==> src/rtl/core/bb3ea_ram.sv <==
// Generic simple dual-port RAM: one write port, one read port with registered data.
// Standalone; no package dependency.
`default_nettype none

module bb3ea_ram #(
    parameter int WIDTH = 8,
    parameter int DEPTH = 16
) (
    input  wire logic                                        aclk,
    input  wire logic                                        wr_en,
    input  wire logic [((DEPTH > 1) ? $clog2(DEPTH) : 1)-1:0] wr_addr,
    input  wire logic [WIDTH-1:0]                            wr_data,
    input  wire logic                                        rd_en,
    input  wire logic [((DEPTH > 1) ? $clog2(DEPTH) : 1)-1:0] rd_addr,
    output logic      [WIDTH-1:0]                            rd_data
);

    logic [WIDTH-1:0] mem [DEPTH];

    // Write port, and read port returning the old contents on a collision
    always_ff @(posedge aclk) begin
        if (wr_en) begin
            mem[wr_addr] <= wr_data;
        end
        if (rd_en) begin
            rd_data <= mem[rd_addr];
        end
    end

endmodule

`default_nettype wire

==> config.mk <==
export PLATFORM = sky130hd
export DESIGN_NAME = bb3ea_ram
export DESIGN_NICKNAME = d
export VERILOG_FILES = /design/src/rtl/core/bb3ea_ram.sv
export SDC_FILE = /design/constraint.sdc
export NUM_CORES = 1
export LEC_CHECK = 0
export ABC_AREA = 1
export BUFFER_PORTS_ARGS = -buffer_cell sky130_fd_sc_hd__buf_2
export CAP_MARGIN = 0
export CORE_MARGIN = 3
export CORE_UTILIZATION = 45
export DETAILED_ROUTE_END_ITERATION = 12
export MAX_ROUTING_LAYER = met4
export SYNTH_ARGS = -nofsm -noshare
export SYNTH_HDL_FRONTEND = slang
export SYNTH_SLANG_ARGS = --single-unit
==> constraint.sdc <==
create_clock -name aclk -period 1.3 [get_ports aclk]
set_input_delay 0.065 -clock aclk [delete_from_list [all_inputs] [get_ports aclk]]
set_output_delay 0.065 -clock aclk [all_outputs]
set_load 0.01 [all_outputs]
Word level (Yosys, flattened, before mapping):

Memories as Yosys holds them, arrays and structs flattened. A register that Yosys moved wholly into a read port is not among the register bits.
Index checks and enable logic that the tools add are counted.
Widths: inputs -> output; s select.

* flip-flop bits (word level): 0
* bits in latches: 0
* bits in writable memories: 128
* bits in read-only memories: 0
* input bits: 19
* output and inout bits: 8
* logic and storage cells: 3
* memories kept: 1

* add/subtract/negate cells: 0
* $mul: 0
* div/mod/pow operators: 0
* order comparisons: 0
* eq/ne operators: 0
* shifts and indexed selects: 0
* muxes and demuxes: 2
* bitwise operators: 0
* reduce and logical (&&, ||, !) cells: 0

Memories
* mem: depth 16, bits a word 8, read ports 1, clocked after memory_dff 1, write ports 1, RTL line 18 `logic [WIDTH-1:0] mem [DEPTH];`

Operator list (count)
* $mux 1: 2

Longest topological paths before layout:

* word-level depth: 2
* gate-level depth with buffers: 8
* mapped depth without buffers: 7

Worst setup path after synthesis:

OpenSTA, ideal clock, no wires.

* path kind: in2reg
* start point: input wr_addr[2] (netlist name)
* end point: memory mem[10][0] (enable)
* setup time: 370 ps
* arrival: 646 ps
* data required time: 930 ps
* path slack: 284 ps
* stages on the path: 2
* buffers on the path: 0
* path through: nand3b_1 > nor2_1

RTL lines
* from (decl): RTL line 11 `input wire logic [((DEPTH > 1) ? $clog2(DEPTH) : 1)-1:0] wr_addr,`
* to (decl): RTL line 18

Straight into the memory's write port.

==> results.md <==
* R2r startpoint: mem[0][1]
* Global-route total usage across every layer at 0.2038
* CTS resizes at 0
* Cell internal pwr at 8.895 mW
* Crit-path max FO at 1
* Combinational share of power at 0.059
* DIE WIDTH at between 100 and 150 um
* Chip Height at 120.0 um
* Max Buffers Root-to-Sink at 2
* Final min period at around 1.2 ns
* CP Cell Sequence: inv_1 -> nand2_1 -> nand3_1 -> nand3_1 -> nand3_1 -> nand2_1
* Setup WS post-layout at 0.1002 ns
* Drt wl/cell at 17.10 um
* Initial core utilization at 0.4614
* Register area share after synthesis at 0.6985
* Most Frequent Cell on Critical Path: nand3_1
* I/O Buffers at 26
* Mapped Cells at around 550
* Crit path max-delay family: simple AND/OR/NAND/NOR gates
* Filler instances at 1,082
* Tcrit/Tclk final at 0.9229
* Slew margin rel. at 0.6139
* CTS tree: built
* Antenna violations before repair at 0
* Max VDD drop at around 650 uV
* Status: finished clean
* Leak pwr at around 3.0 nW
* Drt total wl at 13,410 um
* Worst Hold Class: in2reg
* Global route overflow at 0
* FF-to-FF setup slack at approximately 0.10 ns
* NetSw at between 2 and 2.5 mW
* Vias in the first global route at 3,739
* Reg2reg path depth at 6
* FF+latch count, synth at 136
* Largest net degree at the start of global routing at 33
* Final net count at 620
* Reg2reg end: rd_data[1]
* Antenna diode count at 0
* Dpl ws at -0.009777 ns
* Hold Path End: rd_data[2]
* Hold path depth at 1
* Unrepaired setup endpoints after global routing: false
* Max-Cap Viols at 0
* Die area at around 0.014 sq mm
* Max Slew Vio Count at 0
* Hold path startpoint: rd_en
* Switching Share at 0.1947
* Clock Pin Slew Worst Setup and Hold Paths at 0.06 ns
* Root Buffer: clkbuf_16
* Setup TNS at 0 ns
* Final setup vio count at 0
* Critical path class: reg2reg
* Worst-Margin Slew at between 0.5 and 0.6 ns
* Vias per cell at roughly 5
* Crit path largest cell delay at approximately 0.38 ns
* Routed Antenna Nets at 0
* Post-synthesis net count at 570
* Share of cells above drive strength 1 at 0.1356
* Synth unique cells at 11
* Synth top area share at 0.6985
* Clk pwr share at 0.491
* Critical path launch point type: flip-flop
* Synth top area cells: edfxtp_1, nand2_1, nand3_1
* CTS hold repair buffers at 0
* Yosys top cell by area: edfxtp_1
* Max Clock Skew at between 0.01 and 0.015 ns
* Buf/Inv on CP at 1
* Post-synthesis average cell area at about 11 sq um
* TritonCTS buffer count at 17
* Layout area overhead at 19.37%
* Routability Congestion at approximately 0.86
* Vias post-DR at around 3,800
* Area of the mapped netlist at 0.005847 sq mm
* Worst skew pair latency at between 0.4 and 0.5 ns
* Sequential Power Share at 0.450
* Post CTS Setup Buffer Count at 0
* H-tree depth at 4
* 1st-iter DRT viols at between 300 and 400
* Worst Setup End Kind: flip-flop
* FMAX at 0.8335 GHz
* Placed wire-length estimate at between 8000 and 9000 um
* Crit-path slowest cell: edfxtp_1
* Power density over the cells at between 1500 and 2000 mW/mm^2
* DRC errors left at 0
* DR pass1 iterations at 5
* Final hold viol count at 0
* Clock sinks at 136
* IO Pins at 27
* Worst Path Arrival at 1.35 ns
* Core area at between 0.01 and 0.015 sq mm
* Global-route wire length before repair at 21,060 um
* Yosys warns at 0
* Worst Path Required at approximately 1.5 ns
* Row count at between 40 and 50
registers in the layout (all words and copies together) (netlist names):
signal / flops
mem: 128
rd_data: 8
worst max-delay path by stage:
| stage | cells after the start | endpoint | from | slack (ns) |
|---|---|---|---|---|
| after floorplan | 2 | mem[10][0] | wr_addr[2] | 0.28 |
| after global placement | 6 | rd_data[2] | rd_addr[1] | -0.02 |
| after detailed placement | 6 | rd_data[2] | rd_addr[1] | -0.01 |
| after CTS | 6 | rd_data[1] | mem[0][1] | 0.10 |
| after global routing | 6 | rd_data[2] | mem[1][2] | 0.06 |
| final | 6 | rd_data[1] | mem[0][1] | 0.10 |
power groups by stage:
stage | sequential, mW | clock (mW) | combinational [mW]
global route | 4.98 | 5.70 | 0.714
CTS | 4.97 | 5.50 | 0.650
global placement | 5.06 | 0 | 0.635
finish | 4.97 | 5.43 | 0.647
detailed placement | 5.06 | 0 | 0.644
floorplan | 5.06 | 0 | 0.346
cell usage after synthesis:
| cell type | count |
|---|---|
| nand2_1 | 173 |
| edfxtp_1 | 136 |
| inv_1 | 100 |
| nand3_1 | 97 |
| nor2_1 | 17 |
| buf_2 | 13 |
| buf_6 | 6 |
| buf_4 | 4 |
| inv_2 | 2 |
| nand3b_1 | 2 |
| buf_1 | 1 |
through the flow:
stage          hold slack, ns  total power, mW  cells    util  cell area [sq um]
3_5_place_dp           0.4603            5.707    754  0.4987               6319
6_report              0.02990            11.05    784  0.5508               6979
3_3_place_gp           0.4553            5.696    754  0.4987               6319
4_1_cts               0.02435            11.13    784  0.5508               6979
2_1_floorplan          0.1639            5.411    551       -               5847
5_1_grt               0.02250            11.39    784  0.5508               6979
area by class of cell:
| class | instances | area, sq um | share of cell area |
|---|---|---|---|
| Inverter | 102 | 382.9 | 0.05486 |
| Multi-Input combinational cell | 289 | 1214 | 0.1739 |
| Clock inverter | 11 | 227.7 | 0.03263 |
| Tap cell | 172 | 215.2 | 0.03084 |
| Timing Repair Buffer | 55 | 422.9 | 0.06060 |
| Sequential cell | 136 | 4084 | 0.5852 |
| Clock buffer | 19 | 432.9 | 0.06203 |
kinds of logic (layout without fill, tap and decap cells):
family / after synthesis / after routing / synth area share
simple gates: 289 / 289 / 0.2076
flops: 136 / 136 / 0.6985
buf+inv: 126 / 187 / 0.09394
placed cells by master, fill, tap and decap left out:
cell type / instances
buf_12: 6
nand3_1: 97
clkbuf_16: 17
clkinv_2: 2
nand2_1: 173
edfxtp_1: 136
inv_1: 100
clkinv_1: 2
bufinv_16: 7
nor2_1: 17
nand3b_1: 2
clkbuf_1: 2
buf_4: 23
buf_2: 26
inv_2: 2
layer usage:
metal  track usage  share of wire  vias to the layer above
li1              -              -                     1878
met1        0.2771           0.46                     1795
met2        0.3021           0.46                      142
met4       0.07874          0.015                        0
met5             -              0                        -
met3       0.04524          0.064                       16
Power figures use the tool's default switching activity.
